<file path="config.mk">
export PLATFORM = sky130hd
export DESIGN_NAME = tlrq_front
export DESIGN_NICKNAME = d
export VERILOG_FILES = /design/src/rtl/tlrq_pkg.sv /design/src/rtl/tlrq_front.sv
export SDC_FILE = /design/constraint.sdc
export NUM_CORES = 1
export LEC_CHECK = 0
export BUFFER_PORTS_ARGS = -buffer_cell sky130_fd_sc_hd__buf_2
export CORE_MARGIN = 3
export CORE_UTILIZATION = 45
export DETAILED_ROUTE_END_ITERATION = 8
export PLACE_DENSITY = 0.91
export RECOVER_POWER = 50
export SLEW_MARGIN = 0
export SYNTH_ARGS = -nofsm -noshare
export SYNTH_HDL_FRONTEND = slang
export SYNTH_SLANG_ARGS = --single-unit
export TNS_END_PERCENT = 20
</file>
<file path="constraint.sdc">
create_clock -name clk -period 7.4 [get_ports clk]
set_clock_uncertainty 0.2 [all_clocks]
set_input_delay 0 -clock clk [delete_from_list [all_inputs] [get_ports clk]]
set_output_delay 0 -clock clk [all_outputs]
set_load 0.1 [all_outputs]
</file>
<file path="src/rtl/tlrq_pkg.sv">
`default_nettype none
// ----------------------------------------------------------------------------
// Three-level run queue dispatch: shared definitions
// Types, codes and reset values that the front, the command queue, the back
// end and the top level all use.
// ----------------------------------------------------------------------------
package tlrq_pkg;

	// Sizes.
	localparam int QUEUE_DEPTH = 512;
	localparam int NUM_LEVELS  = 3;
	localparam logic [7:0] PRIO_TOP = 8'd140;

	// Request kinds.
	localparam logic REQ_ENQ  = 1'b0;
	localparam logic REQ_DISP = 1'b1;

	// Result status codes.
	localparam logic [1:0] ST_ENQUEUED   = 2'd0;
	localparam logic [1:0] ST_DROPPED    = 2'd1;
	localparam logic [1:0] ST_DISPATCHED = 2'd2;
	localparam logic [1:0] ST_NONE_READY = 2'd3;

	// Configuration register indexes.
	localparam logic [2:0] REG_LEVEL0_LIMIT  = 3'd0;
	localparam logic [2:0] REG_LEVEL1_LIMIT  = 3'd1;
	localparam logic [2:0] REG_LONG_Q_LIMIT  = 3'd2;
	localparam logic [2:0] REG_LARGE_UNIT    = 3'd3;
	localparam logic [2:0] REG_SMALL_UNIT    = 3'd4;
	localparam logic [2:0] REG_FULL_BONUS    = 3'd5;
	localparam logic [2:0] REG_PARTIAL_BONUS = 3'd6;

	// Configuration reset values.
	localparam logic [7:0] RST_LEVEL0_LIMIT  = 8'd100;
	localparam logic [7:0] RST_LEVEL1_LIMIT  = 8'd130;
	localparam logic [7:0] RST_LONG_Q_LIMIT  = 8'd120;
	localparam logic [5:0] RST_LARGE_UNIT    = 6'd20;
	localparam logic [5:0] RST_SMALL_UNIT    = 6'd5;
	localparam logic [4:0] RST_FULL_BONUS    = 5'd10;
	localparam logic [4:0] RST_PARTIAL_BONUS = 5'd5;

	// A classified request as it travels from the front to the back end.
	typedef struct packed {
		logic        req;
		logic [1:0]  lvl;
		logic [14:0] task_id;
		logic [7:0]  base_prio;
		logic [7:0]  run_prio;
		logic [15:0] time_left;
		logic [1:0]  policy;
		logic [6:0]  exec_time;
	} cmd_t;

	// A stored task record.
	typedef struct packed {
		logic [14:0] task_id;
		logic [7:0]  base_prio;
		logic [7:0]  run_prio;
		logic [15:0] time_left;
		logic [1:0]  policy;
	} rec_t;

	// Settings the back end needs for the quantum and bonus.
	typedef struct packed {
		logic [7:0] long_q_limit;
		logic [5:0] large_unit;
		logic [5:0] small_unit;
		logic [4:0] full_bonus;
		logic [4:0] partial_bonus;
	} sched_cfg_t;

	// One result.
	typedef struct packed {
		logic [1:0]  status;
		logic [1:0]  level;
		logic [14:0] task_id;
		logic [7:0]  base_prio;
		logic [7:0]  run_prio;
		logic [15:0] time_left;
		logic [1:0]  policy;
		logic [13:0] quantum;
	} result_t;

endpackage
`default_nettype wire

</file>
<file path="src/rtl/tlrq_front.sv">
`default_nettype none
// ----------------------------------------------------------------------------
// Request front end
// Accepts requests, picks the queue level from the static priority and holds
// the classified request until the command queue takes it.
// ----------------------------------------------------------------------------
module tlrq_front (
	input  logic              clk,
	input  logic              arst_n,
	input  logic              start,
	output logic              busy,
	input  logic              req_type,
	input  logic [14:0]       task_id,
	input  logic [7:0]        base_prio,
	input  logic [7:0]        run_prio,
	input  logic [15:0]       time_left,
	input  logic [1:0]        policy_kind,
	input  logic [6:0]        exec_time,
	input  logic [7:0]        level0_limit,
	input  logic [7:0]        level1_limit,
	input  logic              q_full,
	output logic              push,
	output tlrq_pkg::cmd_t    push_cmd
);

	logic           valid_s1;
	tlrq_pkg::cmd_t cmd_s1;
	logic           accept;
	logic [1:0]     lvl;

	// The stage stalls only when the queue cannot take its request.
	assign push   = valid_s1 && !q_full;
	assign busy   = valid_s1 && q_full;
	assign accept = start && !busy;
	assign push_cmd = cmd_s1;

	// Level from the two priority limits.
	always_comb begin
		if (base_prio < level0_limit) begin
			lvl = 2'd0;
		end else if (base_prio < level1_limit) begin
			lvl = 2'd1;
		end else begin
			lvl = 2'd2;
		end
	end

	always_ff @(posedge clk or negedge arst_n) begin
		if (!arst_n) begin
			valid_s1 <= 1'b0;
		end else if (accept) begin
			valid_s1 <= 1'b1;
		end else if (push) begin
			valid_s1 <= 1'b0;
		end
	end

	always_ff @(posedge clk) begin
		if (accept) begin
			cmd_s1 <= '{req: req_type, lvl: lvl, task_id: task_id,
				base_prio: base_prio, run_prio: run_prio, time_left: time_left,
				policy: policy_kind, exec_time: exec_time};
		end
	end

endmodule
`default_nettype wire

</file>
Yosys cells after proc, flatten, opt, wreduce, memory -nomap -nowiden --
Cells that the tools add are included.
Operators by class: mux-type cells 3, reductions and logical operators 6, magnitude comparators 2
Operators by type and width (number):
- 8-bit less-than comparator | 2
- 1-bit logical AND | 3
- 1-bit zero test | 2
- 1-bit 2-to-1 mux | 2
- 2-bit 2-to-1 mux | 1
- 2-bit nonzero test | 1
Storage, ports and cells: register bits 60

Depth between registers and ports, before layout --
depth after elaboration 4, mapped depth 6, mapped depth without buffers 6

Least setup slack after synthesis --
Ideal clock, no wire load.
path kind register -> register, start point register valid_s1, end point register cmd_s1 (netlist bit push_cmd[0]), enable pin, setup slack 3.093 ns, data required time 6.718 ns, arrival 3.625 ns, stages on the path, launching flop included 3, cell sequence dfrtp_1 > and2_1 > nor2b_1
On the way: longest elaborated chain between the ends 3
RTL lines:
- start: declaration | line tlrq_front.sv:26 | logic valid_s1;
- start signal: assignment | line tlrq_front.sv:50 | valid_s1 <= 1'b0;
- start signal: assignment | line tlrq_front.sv:52 | valid_s1 <= 1'b1;
- start signal: assignment | line tlrq_front.sv:54 | valid_s1 <= 1'b0;
- 1-bit logical AND | line tlrq_front.sv:33 | assign busy = valid_s1 && q_full;
- via busy | line tlrq_front.sv:11 | output logic busy,
- 1-bit zero test | line tlrq_front.sv:34 | assign accept = start && !busy;
- 1-bit logical AND | line tlrq_front.sv:34
- via accept | line tlrq_front.sv:28 | logic accept;
- end signal: assignment | line tlrq_front.sv:60 | cmd_s1 <= '{req: req_type, lvl: lvl, task_id: task_id,
- end: declaration | line tlrq_front.sv:27 | tlrq_pkg::cmd_t cmd_s1;
The timed path passes the listed nets, and every way through them passes these cells. A chain may end at the register's enable or synchronous reset.

Worst setup path in the final report --
start point register valid_s1, end point register cmd_s1 (netlist bit push_cmd[19]), enable pin
On the way: longest elaborated chain between the ends 3
RTL lines (line):
- 1-bit logical AND | tlrq_front.sv:33
- 1-bit zero test | tlrq_front.sv:34
- 1-bit logical AND | tlrq_front.sv:34
- via accept | tlrq_front.sv:28
The timed path passes the listed nets, and every way through them passes these cells.

==> results.cfg <==
[clock_network]
numClockSinks = 60
cts-root-buf = clkbuf_8
cts_tree = built
post-cts-setup-buffer-count = 0
worstSkewPairLatency_ns = 0.32
h-tree-depth = 3
numCtsBuffers = 9
cts.clk_slew.worst_paths_ns = 0.07
clock_path_buffers = 2

[global_route]
antenna_found_initial = 1
grt_max_degree = 43
first_global_vias = 1919
grt_pass1_wl_um = 9059
globalRouteTotalUtil = 0.2260
grt-ovfl-total = 0

[synth]
synthXorXnorAreaFrac = 0
ys_ff_latch = 60
netlist_area_um2 = 2182
synth_top_family_by_area = adder cells
synthCells = 116
ys_seq_area_frac = 0.8234
synthSimpleGateAreaFrac = 0.03784
avgSynthCellArea_um2 = 18.81
yosys_warnings = 0
ys.flop_type = edfxtp_1
synth-edff-count = 59
synth_mux_area_frac = 0
synth_adder_area_share = 0.08028
synth_fp_nets = 207
synth-compound-area-share = 0.03440
ys_async_sr_fraction = 0.01667
synth_cell_types = 14

[place]
portBuffers = 137
gp_congestion = 0.7772
hpwl_um = 3957

[sta]
hold_viol = 0
worst_pin_slew_ns = 1.219
finalSetupTns_ns = 0
fin_crit_sh = 0.2896
fin_crit_ns = 2.143
grt_setup_unrepaired = false
finalMaxSlewViolations = 0
maxSlewHeadroom = 0.1911
max_freq_mhz = 466.6
setup_violations = 0

[routing]
drt-pass1-iter-count = 4
avgViaCountPerCell = 4.740
avgRoutedWirePerCell_um = 16.80
drc = 0
finalWirelength_um = 6450
dr.first_iter.drc_count = 125
vias = 1820
antenna_left = 0

[pwr]
combPwrFrac = 0.239
swShare = 0.3225
ir_drop_uv = 141.4
clockPowerShare = 0.333
powerDensity_nw_per_um2 = 252.6
seqPwrFrac = 0.428
leakagePower_nw = 1.599
power_uw = 940.3
switchingPower_uw = 303.2
p_int_uw = 637.1

[die]
num_rows = 24
dieArea_um2 = 5721
dieHeight_um = 75.64
die_x_um = 75.64
core-area_um2 = 4504
num_io_pins = 138
initial_core_util = 0.4844

[final_layout]
mostFrequentLayoutCell = buf_2
finalNetCount = 417
syn_to_final_growth_pct = 70.58
most-common-layout-cells = 94 x buf_2, 61 x dlygate4sd3_1, 59 x edfxtp_1
drive_gt1_frac = 0.3384

[outcome]
status = finished clean

[setup_path]
critPathMaxFanout = 42
cp-start-kind = flip-flop
required_ns = 7.17
endpoint_kind = flip-flop
criticalPathCategory = reg2reg
critical_path_arrival_ns = 1.91
startpoint = valid_s1$_DFFE_PN0P_
timing.rr.start = valid_s1$_DFFE_PN0P_

[worst_hold_path]
hold_path_class = in2reg
hp-start = level1_limit[0]

[flow_run]
cap_violations = 0
## power groups by stage
stage / Clock (mW) / Combinational, mW / Sequential (mW)
final: 0.313 / 0.225 / 0.402
after global routing: 0.336 / 0.236 / 0.403
after CTS: 0.314 / 0.227 / 0.400
after detailed placement: 0 / 0.202 / 0.408
after global placement: 0 / 0.198 / 0.407
after floorplan: 0 / 0.0263 / 0.539
## what timing repair did
item | 4_1_cts | 5_1_grt
gates resized for setup | 0 | 0
endpoints found under the hold margin | 76 | 0
hold buffers | 61 | 0
## synth_stat cells (2+ instances only)
| cell | n | area, µm² |
|---|---|---|
| edfxtp_1 | 59 | 1772 |
| ha_1 | 14 | 175.2 |
| inv_1 | 14 | 52.55 |
| a21oi_1 | 4 | 20.02 |
| nand2_1 | 4 | 15.01 |
| nand2b_1 | 4 | 25.02 |
| o21ai_0 | 4 | 20.02 |
| nor2_1 | 3 | 11.26 |
| nor2b_1 | 3 | 18.77 |
| a2111o_1 | 2 | 22.52 |
| a31oi_1 | 2 | 12.51 |
## logic make-up (layout without fill, tap and decap cells)
logic type | after synthesis | after routing
compound gates | 12 | 12
fa+ha+maj | 14 | 14
buf+inv | 14 | 229
flops | 60 | 60
simple gates | 16 | 16
other cells | 0 | 1
## critical path: stages, from the launching register on
cell and delay, ns:
dfrtp_1 0.39, and2_1 0.20, nor2b_4 0.43, buf_4 0.54
## routing by layer
layer | track usage | up-vias | wire, µm
met2 | 0.4209 | 127 | 3310
met3 | 0.1135 | 21 | 831
met5 | 0 | - | 0
li1 | - | 852 | -
met1 | 0.2055 | 820 | 2123
met4 | 0.08932 | 0 | 185
## path summary, 6_finish.rpt
| kind | end | slack (ns) | cells after the start |
|---|---|---|---|
| max | push_cmd[19]$_DFFE_PP_ | 5.26 | 3 |
| min | push_cmd[57]$_SDFFCE_PN0P_ | 0.02 | 5 |
| max reg2reg | push_cmd[19]$_DFFE_PP_ | 5.26 | 3 |
| min reg2reg | push_cmd[46]$_DFFE_PP_ | 0.69 | 2 |
| max in group asynchronous | valid_s1$_DFFE_PN0P_ | 6.57 | 3 |
| min in group asynchronous | valid_s1$_DFFE_PN0P_ | 0.32 | 3 |
## final cells by class
type                            count  area [µm²]
Clock inverter                      7       91.34
Antenna cell                        1       2.502
Fill cell                         250       782.0
Timing Repair Buffer              199        1250
Clock buffer                        9       123.9
Tap cell                           52       65.06
Inverter                           14       52.55
Multi-Input combinational cell     42       340.3
Sequential cell                    60        1797
## metrics by stage
stage / cell area, µm² / worst slack [ns] / utilization / hold WS [ns] / cells
global route: 3722 / 5.160 / 0.8264 / 0.08028 / 384
floorplan: 2182 / 3.093 / - / -0.4956 / 116
global placement: 2948 / 5.340 / 0.6544 / -0.4224 / 306
detailed placement: 2948 / 5.283 / 0.6544 / -0.4197 / 306
CTS: 3774 / 5.269 / 0.8378 / 0.02162 / 383
finish: 3722 / 5.257 / 0.8264 / 0.01969 / 384
## registers in the layout (all words and copies together), names as in the netlist
| signal | count |
|---|---|
| push_cmd | 59 |
| valid_s1 | 1 |
No activity file was read; power rests on OpenSTA's default activity.
