`src/rtl/tlrq_pkg.sv`:
```
`default_nettype none
// ----------------------------------------------------------------------------
// Three-level run queue dispatch: shared definitions
// Types, codes and reset values that the front, the command queue, the back
// end and the top level all use.
// ----------------------------------------------------------------------------
package tlrq_pkg;

	// Sizes.
	localparam int QUEUE_DEPTH = 512;
	localparam int NUM_LEVELS  = 3;
	localparam logic [7:0] PRIO_TOP = 8'd140;

	// Request kinds.
	localparam logic REQ_ENQ  = 1'b0;
	localparam logic REQ_DISP = 1'b1;

	// Result status codes.
	localparam logic [1:0] ST_ENQUEUED   = 2'd0;
	localparam logic [1:0] ST_DROPPED    = 2'd1;
	localparam logic [1:0] ST_DISPATCHED = 2'd2;
	localparam logic [1:0] ST_NONE_READY = 2'd3;

	// Configuration register indexes.
	localparam logic [2:0] REG_LEVEL0_LIMIT  = 3'd0;
	localparam logic [2:0] REG_LEVEL1_LIMIT  = 3'd1;
	localparam logic [2:0] REG_LONG_Q_LIMIT  = 3'd2;
	localparam logic [2:0] REG_LARGE_UNIT    = 3'd3;
	localparam logic [2:0] REG_SMALL_UNIT    = 3'd4;
	localparam logic [2:0] REG_FULL_BONUS    = 3'd5;
	localparam logic [2:0] REG_PARTIAL_BONUS = 3'd6;

	// Configuration reset values.
	localparam logic [7:0] RST_LEVEL0_LIMIT  = 8'd100;
	localparam logic [7:0] RST_LEVEL1_LIMIT  = 8'd130;
	localparam logic [7:0] RST_LONG_Q_LIMIT  = 8'd120;
	localparam logic [5:0] RST_LARGE_UNIT    = 6'd20;
	localparam logic [5:0] RST_SMALL_UNIT    = 6'd5;
	localparam logic [4:0] RST_FULL_BONUS    = 5'd10;
	localparam logic [4:0] RST_PARTIAL_BONUS = 5'd5;

	// A classified request as it travels from the front to the back end.
	typedef struct packed {
		logic        req;
		logic [1:0]  lvl;
		logic [14:0] task_id;
		logic [7:0]  base_prio;
		logic [7:0]  run_prio;
		logic [15:0] time_left;
		logic [1:0]  policy;
		logic [6:0]  exec_time;
	} cmd_t;

	// A stored task record.
	typedef struct packed {
		logic [14:0] task_id;
		logic [7:0]  base_prio;
		logic [7:0]  run_prio;
		logic [15:0] time_left;
		logic [1:0]  policy;
	} rec_t;

	// Settings the back end needs for the quantum and bonus.
	typedef struct packed {
		logic [7:0] long_q_limit;
		logic [5:0] large_unit;
		logic [5:0] small_unit;
		logic [4:0] full_bonus;
		logic [4:0] partial_bonus;
	} sched_cfg_t;

	// One result.
	typedef struct packed {
		logic [1:0]  status;
		logic [1:0]  level;
		logic [14:0] task_id;
		logic [7:0]  base_prio;
		logic [7:0]  run_prio;
		logic [15:0] time_left;
		logic [1:0]  policy;
		logic [13:0] quantum;
	} result_t;

endpackage
`default_nettype wire

```
`src/rtl/tlrq_cmdq.sv`:
```
`default_nettype none
// ----------------------------------------------------------------------------
// Command queue
// A two-entry queue between the front end and the back end so that each side
// can stall on its own.
// ----------------------------------------------------------------------------
module tlrq_cmdq (
	input  logic           clk,
	input  logic           arst_n,
	input  logic           push,
	input  tlrq_pkg::cmd_t push_cmd,
	output logic           full,
	input  logic           pop,
	output logic           empty,
	output tlrq_pkg::cmd_t head
);

	tlrq_pkg::cmd_t ent_q [2];
	logic           wr_ptr_q;
	logic           rd_ptr_q;
	logic [1:0]     cnt_q;

	assign full  = (cnt_q == 2'd2);
	assign empty = (cnt_q == 2'd0);
	assign head  = ent_q[rd_ptr_q];

	// Pointers and occupancy.
	always_ff @(posedge clk or negedge arst_n) begin
		if (!arst_n) begin
			wr_ptr_q <= 1'b0;
			rd_ptr_q <= 1'b0;
			cnt_q    <= 2'd0;
		end else begin
			if (push) begin
				wr_ptr_q <= ~wr_ptr_q;
			end
			if (pop) begin
				rd_ptr_q <= ~rd_ptr_q;
			end
			if (push && !pop) begin
				cnt_q <= cnt_q + 2'd1;
			end else if (pop && !push) begin
				cnt_q <= cnt_q - 2'd1;
			end
		end
	end

	// Entry storage.
	always_ff @(posedge clk) begin
		if (push) begin
			ent_q[wr_ptr_q] <= push_cmd;
		end
	end

endmodule
`default_nettype wire

```
`config.mk`:
```
export PLATFORM = sky130hd
export DESIGN_NAME = tlrq_cmdq
export DESIGN_NICKNAME = d
export VERILOG_FILES = /design/src/rtl/tlrq_pkg.sv /design/src/rtl/tlrq_cmdq.sv
export SDC_FILE = /design/constraint.sdc
export NUM_CORES = 1
export LEC_CHECK = 0
export BUFFER_PORTS_ARGS = -buffer_cell sky130_fd_sc_hd__buf_2
export CAP_MARGIN = 0
export CORE_UTILIZATION = 30
export CTS_BUF_LIST = sky130_fd_sc_hd__clkbuf_16
export DETAILED_ROUTE_END_ITERATION = 10
export PLACE_DENSITY = 0.56
export SYNTH_ARGS = -nofsm -noshare
export SYNTH_HDL_FRONTEND = slang
export SYNTH_SLANG_ARGS = --single-unit
```
`constraint.sdc`:
```
create_clock -name clk -period 3.86 [get_ports clk]
set_input_delay 0.193 -clock clk [delete_from_list [all_inputs] [get_ports clk]]
set_output_delay 0.193 -clock clk [all_outputs]
set_load 0.01 [all_outputs]
```
After elaboration in Yosys (flattened, before gate mapping):

Memory sizes are Yosys's and may differ from the RTL's.
Cells that the tools add are included.

* input port bits: 63
* bits in registers: 4
* memories kept: 1
* RAM bits: 118
* output and inout port bits: 61
* word-level logic and storage cells: 19

* eq/ne operators: 1
* reduce and logical (&&, ||, !) cells: 6
* add/subtract/negate cells: 2
* mux-type cells: 4
* bitwise operators: 2

Memories
* ent_q: words 2, width 59, read ports 1, clocked after memory_dff 0, wr ports 1, RTL line tlrq_cmdq.sv:18 `tlrq_pkg::cmd_t ent_q [2];`

Operator list (count)
* $mux 2: 2
* $add 2x1->2 const B: 1
* $eq 2x2->1 const B: 1
* $logic_and 1x1->1: 2
* $logic_not 1->1: 2
* $logic_not 2->1: 1
* $mux 1: 2
* $not 1->1: 2
* $reduce_bool 2->1: 1
* $sub 2x1->2 const B: 1

Longest topological paths before layout:

* depth after elaboration: 4
* gate-level depth with buffers: 5
* depth with buffers taken out: 5

Least setup slack after synthesis:

No wires, ideal clock.

* kind: reg2reg
* from: register wr_ptr_q
* to: memory ent_q[0][0] in the netlist's numbering, enable pin
* clock period less this slack: 3.511 ns
* setup time: 0.483 ns
* setup slack: 0.349 ns
* stages on the path, launching flop included: 2
* arrival time: 3.028 ns
* cells stage by stage: dfrtp_1 -> nor2b_1

RTL lines
* start, declared: RTL line tlrq_cmdq.sv:19 `logic wr_ptr_q;`
* start signal, assigned: RTL line tlrq_cmdq.sv:35 `wr_ptr_q <= ~wr_ptr_q;`
* end, declared: RTL line tlrq_cmdq.sv:18

Straight into the memory's write port.

==> run_results.csv <==
group,metric,value,unit
critical_path,timing.critical_path.arrival,1.95,ns
synthesis,yosys_register_bits,122,
clocking,clockBufferDepth,2,
cells_and_area,final_design_area_no_fill,0.00672,mm2
floorplanning,die_height,128,um
cells_and_area,area_used_by_sequential_logic_in_the_layout,0.00365,mm2
timing,post-route-min-period,2.14,ns
run,drv.max_cap_violation_count,0,
timing,layout_worst_path_cycle_share,55.5,%
cells_and_area,final_core_util,43.9,%
synthesis,synth_nets,264,
grt,global_route.usage.total,11.1,%
drt,via_per_inst,4.01,
clocking,post_cts_buffers,0,
drt,initialDrtViolationCount,69,
place,place.gp.congestion,0.654,
timing,count_of_pins_over_their_slew_limit,0,
drt,drt-met1-wl,3740,um
critical_path,criticalPathCategory,"reg2out",
pwr,cell_internal_pwr,3370,uW
clocking,tritoncts_clock_tree,"built",
pwr,switchingPower,1320,uW
grt,grt_total_ovfl,0,
synthesis,ys_warn_count,0,
worst_hold_path,min-delay-path-class,"in2async",
synthesis,yosys.cell_count.top_type,"sky130_fd_sc_hd__edfxtp_1",
floorplanning,core-area,0.0153,mm2
timing,setup_viol,0,
drt,route.vias.total,2513,
pwr,worst_ir_drop_vdd,0.371,mV
synthesis,netlist_instances,200,
timing,fin_skew,0.00837,ns
grt,grt_first_pass_wirelength,12900,um
cells_and_area,nets_finish,466,
clocking,root_buffer,"sky130_fd_sc_hd__clkbuf_16",
critical_path,cp-end-kind,"output port",
critical_path,timing.critical_path.slowest_stage_cell,"sky130_fd_sc_hd__dfrtp_4",
grt,antenna_violations_before_repair,0,
clocking,post_cts_resized,0,
clocking,cts.htree.levels,4,
critical_path,cp_max_fo,26,
drt,post_route_wl,8620,um
drt,met3_length,502,um
synthesis,ys.flop_type,"sky130_fd_sc_hd__edfxtp_1",
floorplanning,top_level_ports,124,
floorplanning,chipWidth,128,um
cells_and_area,num_antenna_cells,0,
timing,slew_headroom,42.8,%
clocking,clock_sink_count,122,
synthesis,synth.top_cells.by_count,"sky130_fd_sc_hd__edfxtp_1 (118), sky130_fd_sc_hd__mux2_4 (59), sky130_fd_sc_hd__buf_12 (6)",
pwr,power.combinational.fraction,29.3,%
floorplanning,start_util,31.0,%
cells_and_area,multi_input_area,977,um2
place,placedInstanceArea,0.00555,mm2
status,outcome,"finished clean",
pwr,power_frac_clock,30.9,%
synthesis,dominant_cell_type_by_area_after_synthesis,"sky130_fd_sc_hd__edfxtp_1",
pwr,pwr-share-seq,39.8,%
synthesis,synth.yosys.seq_area_share,76.8,%
synthesis,avgSynthCellArea,23.7,um2
place,dp_hpwl,5330,um
floorplanning,floorplan.rows,45,
critical_path,ff2ff_setup_slack,1.87,ns
drt,number_of_optimization_iterations_in_the_first_detailed_route_pass,4,
critical_path,critPathMaxStageDelay,0.53,ns
drt,drt.antenna.violating_nets,0,
pwr,power.leakage,0.00271,uW
grt,grt_start_max_net_pins,36,
synthesis,synth_edf_count,118,
synthesis,synth.distinct_cells,12,
drt,met2RoutedLength,4220,um
timing,fin_setup_tns,0,ns
pwr,power.density_cell_area,697,mW/mm2
critical_path,path_cells,"buf_4, mux2_4, buf_2",
critical_path,worst_ep_required_time,3.67,ns
cells_and_area,syn_to_final_growth,41.6,%
place,port-buffer-count,123,
clocking,cts_hold_buf,62,
clocking,tritoncts_buffer_count,17,
clocking,clk_pin_slew_worst_paths,0.06,ns
floorplanning,die_area,0.0163,mm2
timing,finalHoldViolCount,0,
clocking,worst_skew_pair.late_latency,0.42,ns
cells_and_area,drive_above_1_share,53.3,%
drt,drcViolationCount,0,
synthesis,asyncSetResetFlopFracSynth,3.28,%
synthesis,post_synth_instance_area,0.00475,mm2
timing,worst_hold_slack,0.118,ns
timing,fmax,467,MHz
pwr,power.share.switching,28.1,%
synthesis,synth.top_cell.area_share,74.6,%
drt,route.detailed.wl_per_inst,13.8,um
critical_path,timing.critical_path.from_type,"register",
timing,slew_at_the_pin_with_the_worst_max_slew_slack,0.857,ns
synthesis,post_synth_main_area_contributors,"sky130_fd_sc_hd__edfxtp_1 (75%), sky130_fd_sc_hd__mux2_4 (19%), sky130_fd_sc_hd__buf_12 (2.5%), sky130_fd_sc_hd__dfrtp_1 (2.1%), sky130_fd_sc_hd__xor2_1 (0.74%)",
drt,highest_layer_used_for_signal_routing,"met4",
cells_and_area,fillerInstances,1396,
grt,first_global_vias,2614,
timing,grt_setup_unrepaired,"false",
-- cell type report --
class                   instances  area share [%]
flip-flops and latches        122            54.3
well taps                     211            3.93
clock inverters                15            1.92
inverters                       1          0.0559
repair buffers                190            19.0
multi-input cells              70            14.5
clock buffers                  17            6.33
-- worst max-delay path: cells and delay by family (launching register included) --
| family | cells | cell delay [ns] |
|---|---|---|
| buf+inv | 2 | 0.61 |
| flops | 1 | 0.53 |
| mux | 1 | 0.36 |
-- state kept, by name, indices dropped and copies added, names as in the netlist --
register and flops:
ent_q 118, cnt_q 2, rd_ptr_q 1, wr_ptr_q 1
-- layer usage --
metal,vias to the layer above,global-route usage (%)
li1,1191,-
met1,1222,12.3
met2,87,18.0
met3,13,4.80
met4,0,5.81
met5,-,0
-- cell families after synthesis --
kind of cell	share of synthesized area, %
muxes	18.7
buffers and inverters	2.85
DFF	76.8
and+or+nand+nor	0.554
xor gates and xnor gates	0.922
adders and majority gates	0.264
-- worst paths after layout --
kind	startpoint	to	depth (start not counted)
max in group asynchronous	arst_n	rd_ptr_q	2
worst min register to register	cnt_q[1]	cnt_q[1]	1
min in group clk	push_cmd[13]	ent_q[0][13]	2
worst max register to register	wr_ptr_q	ent_q[0][49]	2
worst min-delay path	arst_n	wr_ptr_q	2
worst max-delay path	rd_ptr_q	head[30]	3
-- power by group through the flow --
stage / combinational, uW / sequential (uW) / clock, uW
CTS: 1410 / 1870 / 1490
global placement: 1350 / 1880 / 0
floorplan: 1060 / 1860 / 0
detailed placement: 1350 / 1900 / 0
finish: 1370 / 1860 / 1450
global route: 1480 / 1890 / 1540
-- through the flow --
stage,std cells,worst slack [ns],total power [uW]
5_1_grt,626,1.63,4910
6_report,626,1.72,4690
4_1_cts,626,1.67,4770
3_3_place_gp,532,1.84,3230
3_5_place_dp,532,1.81,3250
2_1_floorplan,200,0.349,2920
-- placed cells by master (no fill, tap or decap) --
| cell | n |
|---|---|
| sky130_fd_sc_hd__xor2_1 | 4 |
| sky130_fd_sc_hd__nor2b_4 | 1 |
| sky130_fd_sc_hd__and2_2 | 1 |
| sky130_fd_sc_hd__clkinvlp_4 | 6 |
| sky130_fd_sc_hd__ha_1 | 1 |
| sky130_fd_sc_hd__dfrtp_1 | 3 |
| sky130_fd_sc_hd__clkinv_2 | 3 |
| sky130_fd_sc_hd__buf_2 | 123 |
| sky130_fd_sc_hd__nor2b_1 | 1 |
| sky130_fd_sc_hd__xnor2_1 | 1 |
| sky130_fd_sc_hd__inv_1 | 1 |
| sky130_fd_sc_hd__bufinv_16 | 1 |
| sky130_fd_sc_hd__inv_6 | 1 |
| sky130_fd_sc_hd__edfxtp_1 | 118 |
| sky130_fd_sc_hd__mux2_4 | 59 |
| sky130_fd_sc_hd__clkinv_4 | 3 |
| sky130_fd_sc_hd__dfrtp_4 | 1 |
| sky130_fd_sc_hd__nor2_1 | 2 |
| sky130_fd_sc_hd__buf_4 | 5 |
| sky130_fd_sc_hd__clkbuf_16 | 17 |
| sky130_fd_sc_hd__dlygate4sd3_1 | 62 |
| sky130_fd_sc_hd__clkinv_1 | 1 |
Note: power is estimated with default switching activity, not from simulation.
